[src/rtl/tvb_pkg.sv]
package tvb_pkg;

    // configuration register indexes
    localparam int CFG_IDX_W = 4;
    localparam logic [CFG_IDX_W-1:0] REG_START_X       = 4'd0;
    localparam logic [CFG_IDX_W-1:0] REG_START_Z       = 4'd1;
    localparam logic [CFG_IDX_W-1:0] REG_START_HEIGHT  = 4'd2;
    localparam logic [CFG_IDX_W-1:0] REG_END_X         = 4'd3;
    localparam logic [CFG_IDX_W-1:0] REG_END_Z         = 4'd4;
    localparam logic [CFG_IDX_W-1:0] REG_END_HEIGHT    = 4'd5;
    localparam logic [CFG_IDX_W-1:0] REG_HALF_WIDTH    = 4'd6;
    localparam logic [CFG_IDX_W-1:0] REG_FALLOFF_WIDTH = 4'd7;

    // fraction bits of a Q0.16 ratio and width of a ratio that may reach one
    localparam int FRAC_BITS = 16;
    localparam int QW        = FRAC_BITS + 1;
    localparam logic [QW-1:0] ONE_Q16 = 17'h1_0000;

    // square root unit geometry
    localparam int RAD_W       = 64;
    localparam int ROOT_W      = RAD_W / 2;
    localparam int SQRT_REM_W  = ROOT_W + 2;

    // squared minimum segment length (0.01) for each prescale shift
    localparam logic [63:0] SEG_MIN_SQ0 = 64'd429025;
    localparam logic [63:0] SEG_MIN_SQ1 = 64'd107584;
    localparam logic [63:0] SEG_MIN_SQ2 = 64'd26896;

    // prescale limits on the largest difference magnitude
    localparam logic [63:0] SHIFT_LIM0 = 64'h0000_0000_4000_0000;
    localparam logic [63:0] SHIFT_LIM1 = 64'h0000_0000_8000_0000;

    // 3.0 in Q16 for the smoothstep polynomial
    localparam logic [17:0] SMOOTH_K = 18'd196608;

    localparam logic signed [31:0] SAT_MAX = 32'sh7FFF_FFFF;
    localparam logic signed [31:0] SAT_MIN = 32'sh8000_0000;

    typedef struct packed {
        logic signed [31:0] vertex_x;
        logic signed [31:0] vertex_z;
        logic signed [31:0] current_height;
    } vertex_t;

    typedef struct packed {
        logic signed [31:0] new_height;
        logic               touched;
    } result_t;

    // quotient overrides applied at the divider output
    typedef struct packed {
        logic sat;
        logic zero;
    } div_flag_t;

endpackage

[src/rtl/tvb_sqrt.sv]
module tvb_sqrt #(
    parameter type side_t = logic
) (
    input  logic                       clk,
    input  logic                       rst_n,
    input  logic                       en,
    input  logic                       in_vld,
    input  logic [tvb_pkg::RAD_W-1:0]  rad,
    input  side_t                      side_in,
    output logic                       out_vld,
    output logic [tvb_pkg::ROOT_W-1:0] root,
    output side_t                      side_out
);
    import tvb_pkg::*;

    localparam int STAGES = ROOT_W;

    logic                  vld_reg  [STAGES];
    logic [RAD_W-1:0]      rad_reg  [STAGES];
    logic [SQRT_REM_W-1:0] rem_reg  [STAGES];
    logic [ROOT_W-1:0]     root_reg [STAGES];
    side_t                 side_reg [STAGES];

    // one root bit per stage from the next two radicand bits
    for (genvar i = 0; i < STAGES; i++) begin : g_stage
        logic                  vld_in;
        logic [RAD_W-1:0]      rad_in;
        logic [SQRT_REM_W-1:0] rem_in;
        logic [ROOT_W-1:0]     root_in;
        side_t                 side_s;
        logic [SQRT_REM_W+1:0] cat;
        logic [SQRT_REM_W+1:0] trial;
        logic [SQRT_REM_W+1:0] diff;
        logic                  ge;

        if (i == 0) begin : g_head
            assign vld_in  = in_vld;
            assign rad_in  = rad;
            assign rem_in  = '0;
            assign root_in = '0;
            assign side_s  = side_in;
        end
        else begin : g_tail
            assign vld_in  = vld_reg[i-1];
            assign rad_in  = rad_reg[i-1];
            assign rem_in  = rem_reg[i-1];
            assign root_in = root_reg[i-1];
            assign side_s  = side_reg[i-1];
        end

        assign cat   = {rem_in, rad_in[RAD_W-1 -: 2]};
        assign trial = {2'b00, root_in, 2'b01};
        assign ge    = cat >= trial;
        assign diff  = cat - trial;

        always_ff @(posedge clk or negedge rst_n)
        begin
            if (!rst_n)
            begin
                vld_reg[i] <= 1'b0;
            end
            else if (en)
            begin
                vld_reg[i] <= vld_in;
            end
        end

        always_ff @(posedge clk)
        begin
            if (en)
            begin
                rad_reg[i]  <= {rad_in[RAD_W-3:0], 2'b00};
                rem_reg[i]  <= ge ? diff[SQRT_REM_W-1:0] : cat[SQRT_REM_W-1:0];
                root_reg[i] <= {root_in[ROOT_W-2:0], ge};
                side_reg[i] <= side_s;
            end
        end
    end

    assign out_vld  = vld_reg[STAGES-1];
    assign root     = root_reg[STAGES-1];
    assign side_out = side_reg[STAGES-1];

endmodule

[config.mk]
export PLATFORM = sky130hd
export DESIGN_NAME = tvb_sqrt
export DESIGN_NICKNAME = d
export VERILOG_FILES = /design/src/rtl/tvb_pkg.sv /design/src/rtl/tvb_sqrt.sv
export SDC_FILE = /design/constraint.sdc
export NUM_CORES = 2
export LEC_CHECK = 0
export BUFFER_PORTS_ARGS = -buffer_cell sky130_fd_sc_hd__clkbuf_2
export CORE_ASPECT_RATIO = 0.75
export CORE_MARGIN = 2
export CORE_UTILIZATION = 60
export CTS_BUF_LIST = sky130_fd_sc_hd__clkbuf_8
export DETAILED_ROUTE_END_ITERATION = 6
export GPL_TIMING_DRIVEN = 0
export PLACE_DENSITY = 0.88
export SLEW_MARGIN = 20
export SYNTH_ARGS = -nofsm -noshare
export SYNTH_HDL_FRONTEND = slang
export SYNTH_MEMORY_MAX_BITS = 65536
export SYNTH_SLANG_ARGS = --single-unit
[constraint.sdc]
create_clock -name clk -period 5.15 [get_ports clk]
set_input_delay 0.515 -clock clk [delete_from_list [all_inputs] [get_ports clk]]
set_output_delay 0.515 -clock clk [all_outputs]
set_load 0.005 [all_outputs]
# Word level (Yosys, flattened, before mapping)
# Memories as Yosys holds them, arrays and structs flattened.
# Cells that the tools add are included.
# totals
mem_count	4
out_inout_bits	34
word_cells	134
latch_bits	0
rom_bits	0
ff_bits	32
mem_bits_rw	4128
# classes
reduce_logical	0
n_mux	34
addsub	32
n_shift	0
n_mul	0
div	0
n_eq_ne	0
magnitude_cmp	32
bitwise_logic	0
# mem_list
memory	words	word_bits	rd	rd_clocked_by_memory_dff	wr	line_no	source
rad_reg	32	62	31	0	32	tvb_sqrt.sv:19	logic [RAD_W-1:0] rad_reg [STAGES];
rem_reg	32	34	31	0	32	tvb_sqrt.sv:20	logic [SQRT_REM_W-1:0] rem_reg [STAGES];
root_reg	32	32	32	0	32	tvb_sqrt.sv:21	logic [ROOT_W-1:0] root_reg [STAGES];
side_reg	32	1	32	0	32	tvb_sqrt.sv:22	side_t side_reg [STAGES];
# op_table
operator	n
$ge A36 B34 Y1	31
$mux W34	32
$sub A34 B34 Y34	31
$sub A2 B1 Y3 const B	1
$ge A2 B1 Y1 const B	1
$mux W1	2

# Logic depth before layout (Yosys ltp)
# An unclocked memory read counts as a cell.
# logic_depth
depth_word	3
mapped_depth	15
mapped_depth_nobuf	13

# Worst setup path after synthesis
# Ideal clock, no wire load.
# synth_path
kind	register -> register
from	mem rem_reg[0][215] (netlist name)
to	mem rem_reg[0][256] (netlist name), data pin
setup_slack_ns	1.604
arrival_ns	3.274
required_ns	4.879
path_stages_with_launch	11
path_cell_list	edfxtp_1 -> or4_4 -> or4_4 -> or4b_4 -> or3_1 -> buf_2 -> nor3_4 -> or2b_2 -> o21bai_2 -> nor4_1 -> xor2_1
# synth_rtl
item	line_no
start, declared	tvb_sqrt.sv:20

==> impl_metrics.json <==
{
  "hp-class": "in2reg",
  "tightestPinTransition_ns": 1.18,
  "setup_tns_ns": 0,
  "routedWlPerCell_um": 19.8,
  "peakVddDrop_mv": 0.371,
  "combPwrFrac_pct": 21.9,
  "netlist_area_um2": 120000,
  "synth_flop_cell": "edfxtp_1",
  "seq_power_share_pct": 50.4,
  "hold_viol": 0,
  "globalRouteOverflowTotal": 0,
  "via_per_inst": 5.93,
  "postRouteWirelength_mm": 253,
  "path_class": "reg2reg",
  "reg2reg_from": "rem_reg[1][245]$_DFFE_PP_",
  "rr_worst_depth": 12,
  "synth_edf_count": 2555,
  "finalSetupViolCount": 0,
  "synth_cells": 9225,
  "synth_cell_types": 93,
  "fin_ws_ns": 0.198,
  "post-place-ws_ns": 0.185,
  "fin_crit_sh_pct": 96.2,
  "finalPower_uw": 56200,
  "cts_buffers": 384,
  "rrSetupSlack_ns": 0.20,
  "final_net_count": 10400,
  "drv_slew": 0,
  "r2r_end": "rem_reg[1][280]$_DFFE_PP_",
  "holdWs_ns": 0.0893,
  "area_growth_pct": 10.3,
  "path_common_cell": "clkbuf_1",
  "cts_max_path_buffers": 4,
  "grt_pass1_wl_mm": 397,
  "power.share.clock_pct": 27.7,
  "antenna_found_initial": 9,
  "cts_tree": "yes",
  "cts.sinks": 2587,
  "final_common_cell": "edfxtp_1",
  "ys_seq_area_share_pct": 64.6,
  "p_leak_uw": 0.0513,
  "drive_above_1_share_pct": 8.27,
  "fmax_mhz": 202,
  "die_height_um": 391,
  "place_congestion": 0.984,
  "yosysWarnings": 0,
  "dr_total_vias": 75900,
  "avgSynthCellArea_um2": 13.0,
  "rsz0062_at_grt": "false",
  "clock_skew_ns": 0.0702,
  "powerDensity_nw_per_um2": 424,
  "internal_power_uw": 39300,
  "min_period_ns": 4.95,
  "place_hpwl_mm": 178,
  "drc": 0,
  "ant_nets": 0,
  "postLayoutCoreUtil_pct": 66.4,
  "run_status": "finished, final reports clean",
  "initial_utilization_pct": 60.2,
  "path_clk_slew_ns": 0.06,
  "critical_path.max_stage_delay_ns": 0.79,
  "max_cap_violations": 0,
  "min-delay-start": "en",
  "numPortBuffers": 102,
  "cts_max_level": 5,
  "path_cells": "ha_1 > nand4_1 > nor2_1 > nand3_1 > a211oi_1 > o211ai_1 > and3_1 > clkbuf_1 > inv_1 > clkbuf_1 > clkbuf_1 > a21oi_1",
  "critical-path-top-delay-family": "buffers and inverters",
  "synth-seq-cells": 2587,
  "switchingPower_uw": 16900,
  "cp_slowest_cell": "a211oi_1",
  "async_flop_share_pct": 1.24,
  "cp.required_ns": 5.80,
  "die_area_um2": 204000,
  "core_area_um2": 199000,
  "arrival_ns": 5.60,
  "mostFrequentLayoutCells": "2555 x edfxtp_1, 833 x inv_1, 652 x a21oi_1, 633 x nor2_1, 562 x ha_1",
  "endpoint_kind": "flop",
  "hold-path-cell-count": 1,
  "synth_fp_nets": 9856,
  "largest_register_ffs": 1003,
  "crit_buf_inv": 4,
  "clock_latency_ns": 0.97,
  "root_buffer": "clkbuf_8",
  "first_global_vias": 74100,
  "std_cell_rows": 142,
  "cp_max_fo": 10,
  "hold_end": "rad_reg[0][162]$_DFFE_PP_",
  "sw_frac_of_total_pct": 30.0,
  "fillers": 13700,
  "die_w_um": 521,
  "firstDrtPassIters": 7,
  "grtUsageTotal_pct": 24.4,
  "drt_iter0_markers": 8461,
  "maxSlewHeadroom_pct": 21.2,
  "start_kind": "flop",
  "grt_max_degree": 109,
  "io_pins": 103
}
## power groups by stage
stage | Combinational, uW | Sequential (uW) | Clock (uW)
after global placement | 11500 | 30600 | 0
after floorplan | 8870 | 28000 | 0
after detailed placement | 11900 | 28700 | 0
final | 12300 | 28300 | 15600
after global routing | 13600 | 28600 | 16800
after CTS | 12100 | 28300 | 15900
## per-stage QoR
stage	cell area (um^2)	std cells
detailed placement	125000	12000
CTS	132000	12800
global route	132000	12800
global placement	124000	12000
finish	132000	12800
floorplan	120000	9225
## logic make-up after synthesis
group | synth area share (%)
and+or+nand+nor | 9.79
DFF | 64.6
AOI/OAI and AO/OA | 9.46
xor gates and xnor gates | 6.22
adders and majority gates | 5.86
muxes | 1.27
buffers and inverters | 2.85
other | 0.00312
## synth_stat cells, drive strengths merged, types with 122 or more instances
master	number	area [um^2]
edfxtp	2555	76700
inv	722	2710
a21oi	652	3260
nor2	633	2380
ha	562	7030
nand2	541	2030
xnor2	449	3930
xor2	404	3540
o21ai	389	1950
a21o	234	1760
nor3	221	1120
clkbuf	146	548
nand3	145	731
nor4	125	822
mux2	122	1370
## timing repair
| item | in CTS | in global routing |
|---|---|---|
| setup endpoints to repair | 0 | 22 |
| endpoints found under the hold margin | 99 | 0 |
| gates resized for setup | 0 | 3 |
| buffers inserted | 0 | 0 |
| hold buffers | 68 | 0 |
## worst max path at each step
stage | from | endpoint | slack [ns] | cells after the start
finish | rem_reg[1][245]$_DFFE_PP_ | rem_reg[1][280]$_DFFE_PP_ | 0.20 | 12
global route | rem_reg[1][245]$_DFFE_PP_ | rem_reg[1][280]$_DFFE_PP_ | 0.05 | 12
CTS | rem_reg[1][353]$_DFFE_PP_ | rem_reg[1][397]$_DFFE_PP_ | 0.15 | 12
detailed placement | rem_reg[1][353]$_DFFE_PP_ | rem_reg[1][397]$_DFFE_PP_ | 0.19 | 12
global placement | en | rad_reg[0][849]$_DFFE_PP_ | -38.49 | 1
floorplan | rem_reg[0][215]$_DFFE_PP_ | rem_reg[0][256]$_DFFE_PP_ | 1.60 | 10
## metal layers
metal  global-route usage, %  routed length (um)  up-vias
met5                       0                  13        -
met4                    7.40                6730        2
met3                    4.35               20000      565
met2                    38.2              116000     3138
met1                    35.2              110000    36700
li1                        -                   -    35500
## cell type report
type / instances / area [um^2] / share of cell area [%]
diodes: 2 / 5.00 / 0.00378
plain buffers: 179 / 701 / 0.529
clock buffers: 388 / 5340 / 4.03
clock inverters: 305 / 1690 / 1.28
inverters: 724 / 2720 / 2.05
multi-input cells: 5734 / 39200 / 29.6
flip-flops and latches: 2587 / 77500 / 58.5
well taps: 2664 / 3330 / 2.52
repair buffers: 199 / 1970 / 1.49
Power figures use the tool's default switching activity.
