===== src/rtl/tvb_pkg.sv =====
package tvb_pkg;

    // configuration register indexes
    localparam int CFG_IDX_W = 4;
    localparam logic [CFG_IDX_W-1:0] REG_START_X       = 4'd0;
    localparam logic [CFG_IDX_W-1:0] REG_START_Z       = 4'd1;
    localparam logic [CFG_IDX_W-1:0] REG_START_HEIGHT  = 4'd2;
    localparam logic [CFG_IDX_W-1:0] REG_END_X         = 4'd3;
    localparam logic [CFG_IDX_W-1:0] REG_END_Z         = 4'd4;
    localparam logic [CFG_IDX_W-1:0] REG_END_HEIGHT    = 4'd5;
    localparam logic [CFG_IDX_W-1:0] REG_HALF_WIDTH    = 4'd6;
    localparam logic [CFG_IDX_W-1:0] REG_FALLOFF_WIDTH = 4'd7;

    // fraction bits of a Q0.16 ratio and width of a ratio that may reach one
    localparam int FRAC_BITS = 16;
    localparam int QW        = FRAC_BITS + 1;
    localparam logic [QW-1:0] ONE_Q16 = 17'h1_0000;

    // square root unit geometry
    localparam int RAD_W       = 64;
    localparam int ROOT_W      = RAD_W / 2;
    localparam int SQRT_REM_W  = ROOT_W + 2;

    // squared minimum segment length (0.01) for each prescale shift
    localparam logic [63:0] SEG_MIN_SQ0 = 64'd429025;
    localparam logic [63:0] SEG_MIN_SQ1 = 64'd107584;
    localparam logic [63:0] SEG_MIN_SQ2 = 64'd26896;

    // prescale limits on the largest difference magnitude
    localparam logic [63:0] SHIFT_LIM0 = 64'h0000_0000_4000_0000;
    localparam logic [63:0] SHIFT_LIM1 = 64'h0000_0000_8000_0000;

    // 3.0 in Q16 for the smoothstep polynomial
    localparam logic [17:0] SMOOTH_K = 18'd196608;

    localparam logic signed [31:0] SAT_MAX = 32'sh7FFF_FFFF;
    localparam logic signed [31:0] SAT_MIN = 32'sh8000_0000;

    typedef struct packed {
        logic signed [31:0] vertex_x;
        logic signed [31:0] vertex_z;
        logic signed [31:0] current_height;
    } vertex_t;

    typedef struct packed {
        logic signed [31:0] new_height;
        logic               touched;
    } result_t;

    // quotient overrides applied at the divider output
    typedef struct packed {
        logic sat;
        logic zero;
    } div_flag_t;

endpackage


===== src/rtl/tvb_div.sv =====
module tvb_div #(
    parameter int  W      = 62,
    parameter type side_t = logic
) (
    input  logic                   clk,
    input  logic                   rst_n,
    input  logic                   en,
    input  logic                   in_vld,
    input  logic [W-1:0]           num,
    input  logic [W-1:0]           den,
    input  tvb_pkg::div_flag_t     flag,
    input  side_t                  side_in,
    output logic                   out_vld,
    output logic [tvb_pkg::QW-1:0] quo,
    output side_t                  side_out
);
    import tvb_pkg::*;

    localparam int STAGES = FRAC_BITS;

    logic                 vld_reg  [STAGES];
    logic [W-1:0]         rem_reg  [STAGES];
    logic [W-1:0]         den_reg  [STAGES];
    logic [FRAC_BITS-1:0] q_reg    [STAGES];
    div_flag_t            flag_reg [STAGES];
    side_t                side_reg [STAGES];

    // one quotient bit per stage, restoring; requires num < den
    for (genvar i = 0; i < STAGES; i++) begin : g_stage
        logic                 vld_in;
        logic [W-1:0]         rem_in;
        logic [W-1:0]         den_in;
        logic [FRAC_BITS-1:0] q_in;
        div_flag_t            flag_in;
        side_t                side_s;
        logic [W:0]           shl;
        logic [W:0]           diff;
        logic                 ge;

        if (i == 0) begin : g_head
            assign vld_in  = in_vld;
            assign rem_in  = num;
            assign den_in  = den;
            assign q_in    = '0;
            assign flag_in = flag;
            assign side_s  = side_in;
        end
        else begin : g_tail
            assign vld_in  = vld_reg[i-1];
            assign rem_in  = rem_reg[i-1];
            assign den_in  = den_reg[i-1];
            assign q_in    = q_reg[i-1];
            assign flag_in = flag_reg[i-1];
            assign side_s  = side_reg[i-1];
        end

        assign shl  = {rem_in, 1'b0};
        assign ge   = shl >= {1'b0, den_in};
        assign diff = shl - {1'b0, den_in};

        always_ff @(posedge clk or negedge rst_n)
        begin
            if (!rst_n)
            begin
                vld_reg[i] <= 1'b0;
            end
            else if (en)
            begin
                vld_reg[i] <= vld_in;
            end
        end

        always_ff @(posedge clk)
        begin
            if (en)
            begin
                rem_reg[i]  <= ge ? diff[W-1:0] : shl[W-1:0];
                q_reg[i]    <= {q_in[FRAC_BITS-2:0], ge};
                den_reg[i]  <= den_in;
                flag_reg[i] <= flag_in;
                side_reg[i] <= side_s;
            end
        end
    end

    assign out_vld  = vld_reg[STAGES-1];
    assign side_out = side_reg[STAGES-1];
    assign quo      = flag_reg[STAGES-1].sat  ? ONE_Q16 :
                      flag_reg[STAGES-1].zero ? '0      : {1'b0, q_reg[STAGES-1]};

endmodule


===== config.mk =====
export PLATFORM = sky130hd
export DESIGN_NAME = tvb_div
export DESIGN_NICKNAME = d
export VERILOG_FILES = /design/src/rtl/tvb_pkg.sv /design/src/rtl/tvb_div.sv
export SDC_FILE = /design/constraint.sdc
export NUM_CORES = 2
export LEC_CHECK = 0
export BUFFER_PORTS_ARGS = -buffer_cell sky130_fd_sc_hd__buf_2
export CAP_MARGIN = 30
export CORE_UTILIZATION = 35
export CTS_CLUSTER_SIZE = 30
export DETAILED_ROUTE_END_ITERATION = 12
export GPL_TIMING_DRIVEN = 0
export MAX_ROUTING_LAYER = met4
export PLACE_DENSITY = 0.59
export SLEW_MARGIN = 15
export SYNTH_ARGS = -nofsm -noshare
export SYNTH_HDL_FRONTEND = slang
export SYNTH_SLANG_ARGS = --single-unit

===== constraint.sdc =====
create_clock -name clk -period 9.95 [get_ports clk]
set_input_delay 1.4925 -clock clk [delete_from_list [all_inputs] [get_ports clk]]
set_output_delay 1.4925 -clock clk [all_outputs]
set_load 0.03 [all_outputs]

# Word level (Yosys, flattened, before mapping)
# Memories as Yosys holds them, arrays and structs flattened.
# Cells that the tools add are included.
# op_classes
add_sub_neg	16
n_mux	20
magnitude_cmp	16
# op_table
op	n
$ge 63x62->1	16
$mux 62	16
$sub 62x62->62	16
$mux 17	1
$mux 16	1
$mux 1	2
# word_totals
ramBits	2288
ff_bits	16
memories	5
word_cells	73
# mem_list
name	depth	word_bits	read_ports	rd_ports_with_merged_regs	wr	line_no	rtl
den_reg	16	62	15	0	16	tvb_div.sv:23	logic [W-1:0] den_reg [STAGES];
rem_reg	16	62	15	0	16	tvb_div.sv:22	logic [W-1:0] rem_reg [STAGES];
q_reg	16	16	16	0	16	tvb_div.sv:24	logic [FRAC_BITS-1:0] q_reg [STAGES];
flag_reg	16	2	16	0	16	tvb_div.sv:25	div_flag_t flag_reg [STAGES];
side_reg	16	1	16	0	16	tvb_div.sv:26	side_t side_reg [STAGES];

# Depth between registers and ports, before layout
# An unclocked memory read counts as a cell.
# depth
ltp_word	3
mapped_depth	18

# Worst setup path after synthesis
# OpenSTA, ideal clock, no wires.
# synth_timing
kind	input -> register
start	in den[22]
end	mem rem_reg[0][54] (data pin)
path_stages	14
setup_time_ns	0.260
setup_slack_ns	5.001
path_buffers	1
arrival_ns	4.689
path_cell_list	inv_1 ha_1 a21o_1 a21o_1 a221oi_1 o21ai_1 o31a_1 a211o_1 a221oi_4 o21a_1 o21bai_2 a31oi_4 buf_4 mux2_2
# synth_rtl
item	line_no	rtl
from (decl)	tvb_div.sv:10	input logic [W-1:0] den,
to (decl)	tvb_div.sv:22	

==> metrics.md <==
| Metric | Value |
|---|---|
| Total of flip-flops plus latches after synthesis | `2,060` |
| Total of warnings raised by yosys | `0` |
| Net switching component of the power | `19.6 mW` |
| Crit path setup slack, layout | `3.85 ns` |
| Reg clk slew, reported paths | `0.06 ns` |
| Leakage power | `58.6 nW` |
| Detailed placement HPWL | `281,000 um` |
| Critical path endpoint category | `register` |
| First DRT Iteration DRCs | `5,398` |
| Core Box Area | `366,000 sq um` |
| RSZ-0062 raised after global routing | `no` |
| Fill count | `36,400` |
| Critical path startpoint category | `input pin` |
| Number of H-tree levels | `4` |
| Growth of design area from synthesis to finish | `12.0%` |
| Clock root buffer | `clkbuf_16` |
| Combinational share of power | `0.507` |
| Synthesized-area fraction occupied by and/or/nand/nor cells | `0.108` |
| Setup Crit Path Kind | `in2reg` |
| Die Footprint | `371,000 sq um` |
| Synthesized-area fraction occupied by ao, oa, aoi and oai cells | `0.179` |
| Status | `completed` |
| Data arrival time of the worst path | `6.65 ns` |
| Count of different cell masters after synthesis | `97` |
| Sequential cell area fraction in the yosys report | `0.479` |
| Per-cell via count in the routed design | `5.06` |
| Post-route fraction of the period consumed by the critical path | `0.613` |
| Hold Path Stages | `0` |
| Util after Layout | `0.394` |
| Area share of xor/xnor cells in the synthesized design | `0.0589` |
| Switching part of the total power | `0.414` |
| Row Count | `222` |
| Post-Synth Adder-Cell Area | `0.0985` |
| Clock share of power | `0.184` |
| Clock latency on the worst-skew pair | `0.94 ns` |
| First-pass iteration count of the detailed router | `7` |
| VDD IR max | `155 uV` |
| Global-route wire length before repair | `532,000 um` |
| Cell internal power dissipation | `27.7 mW` |
| Number of antenna-violating nets in the routed design | `0` |
| Most instantiated library cell after synthesis | `edfxtp_1` |
| Port bufs | `149` |
| Synth top area share | `0.476` |
| Post-layout min period | `6.10 ns` |
| Sink count of the clock tree | `2,060` |
| Setup fix buffers added after clock tree synthesis | `0` |
| Placed standard-cell area | `137,000 sq um` |
| GRT Util Overall | `0.188` |
| Largest net degree at the start of global routing | `161` |
| Pin slew with the least headroom to its limit | `1.01 ns` |
| Die extent in x | `609 um` |
| Finished layout cell area | `144,000 sq um` |
| Req. time, crit path | `10.50 ns` |
| Max clock buf depth | `4` |
| Vias in the first global route | `93,300` |
| Vertical extent of the die | `609 um` |
| Total number of nets in the final design | `14,300` |
| Wire length per cell after detailed routing | `19.2 um` |
| Final Hold Violating Endpoints | `0` |
| Async SR Flop Fraction | `0.00777` |
| Most used standard cells in the synthesized netlist | `edfxtp_1 (2,044), a21oi_1 (1,409), inv_1 (1,259)` |
| Number of buffers created by CTS | `236` |
| Length in cells of the worst reg-to-reg path | `17` |
| Number of remaining DRC errors | `0` |
| Final-report max-slew violation count | `0` |
| Largest family of logic cells by synthesized area | `compound AO/OA/AOI/OAI gates` |
| Setup TNS Final | `0 ns` |
| Biggest area consumer among synthesized cells | `edfxtp_1` |
| Pwr Density | `328 nW/um^2` |
| Number of placed I/O pins | `150` |
| Portion of netlist area occupied by mux cells | `0.0237` |
| Sequential share of power | `0.309` |
| Fraction of layout instances using a drive strength above 1 | `0.0695` |
| Worst-path maximum fanout | `160` |
| Routability congestion estimate | `0.933` |
| Number of enable-type register cells in the synthesized netlist | `2,044` |
| Antenna violations before repair | `6` |
| Initial core utilization | `0.352` |
| CTS resizes | `0` |
| Leftover overflow at the end of global routing | `0` |
| Worst hold-check slack | `0.405 ns` |
| Class of the most critical hold timing path | `reg2reg` |
| Cell count after synthesis | `12,800` |
| Final wirelength | `350,000 um` |
| Post-Syn Nets | `13,900` |
| Number of buffers added to fix hold violations after cts | `0` |
| Worst max-slew margin expressed relative to the limit | `0.317` |
| Summed instance area of the synthesized netlist | `129,000 sq um` |
| Placement Setup Slack | `2.45 ns` |
| Mean area per synthesized cell | `10.1 sq um` |
| CTS tree | `yes` |
| Worst Skew | `0.0544 ns` |
| Final setup viols | `0` |
| Count of maximum capacitance violations | `0` |
| Vias after detailed routing | `92,200` |
| Fmax achieved | `164 MHz` |
| Top FF cell, synth | `edfxtp_1` |
| Synth area leaders | `edfxtp_1 (48%), ha_1 (9.6%), a21oi_1 (5.5%)` |
==> worst max-delay path, stage by stage <==
cell	delay, ns
buf_12	0.31
buf_16	0.39
buf_16	0.40
buf_16	0.40
buf_16	0.41
buf_16	0.43
buf_16	0.59
buf_16	0.48
buf_16	0.50
buf_16	0.56
==> routing by layer <==
metal  vias to the layer above  track usage  routed length, um
li1                      47200            -                  -
met1                     42500        0.198             139000
met2                      1719        0.339             177000
met3                       802       0.0176               9230
met4                         0        0.117              25200
met5                         -            -                  0
==> power by group through the flow <==
| stage | Clock, mW | Combinational, mW | Sequential [mW] |
|---|---|---|---|
| 2_1_floorplan | 0 | 17.6 | 14.1 |
| 3_3_place_gp | 0 | 23.7 | 15.4 |
| 3_5_place_dp | 0 | 23.8 | 14.8 |
| 4_1_cts | 9.01 | 24.0 | 14.6 |
| 5_1_grt | 9.29 | 26.6 | 14.9 |
| 6_report | 8.72 | 24.0 | 14.6 |
==> area by class of cell <==
| cell class | instances | area [sq um] | area share |
|---|---|---|---|
| Tap cell | 4816 | 6030 | 0.0417 |
| Clock inverter | 152 | 1600 | 0.0111 |
| Clock buffer | 280 | 6090 | 0.0422 |
| Antenna cell | 18 | 45.0 | 0.000312 |
| Buffer | 527 | 2110 | 0.0146 |
| Multi-Input combinational cell | 8904 | 60400 | 0.418 |
| Sequential cell | 2060 | 61800 | 0.428 |
| Timing Repair Buffer | 206 | 1600 | 0.0111 |
| Inverter | 1260 | 4730 | 0.0328 |
==> final timing paths <==
path                                      end  slack [ns]            start
min in group asynchronous             out_vld        0.46            rst_n
hold / removal                  q_reg[1][126]        0.41    q_reg[1][109]
setup / recovery              den_reg[0][172]        3.85               en
max in group asynchronous  g_stage[13].vld_in        9.23            rst_n
hold reg to reg                 q_reg[1][126]        0.41    q_reg[1][109]
setup reg to reg              rem_reg[0][431]        4.11  den_reg[0][323]
==> through the flow <==
step / total power, mW / instances
2_1_floorplan: 31.7 / 12800
3_3_place_gp: 39.1 / 17700
3_5_place_dp: 38.6 / 17800
4_1_cts: 47.7 / 18200
5_1_grt: 50.8 / 18200
6_report: 47.3 / 18200
==> placed cells by master, fill, tap and decap left out, types with 226 or more instances in the layout <==
master        n
o21ai_0     839
xnor2_1     536
nor2_1      865
a21o_1      551
ha_1        991
nand4_1     310
xor2_1      331
edfxtp_1   2044
clkbuf_16   237
a21oi_1    1409
buf_2       226
nand2_1     970
clkbuf_1    462
inv_1      1259
==> kinds of logic after synthesis <==
kind of cell | Yosys count
AOI/OAI and AO/OA | 3771
and+or+nand+nor | 2987
DFF | 2060
buffers and inverters | 1787
adders and majority gates | 1006
xor gates and xnor gates | 867
muxes | 273
Power figures use the tool's default switching activity.
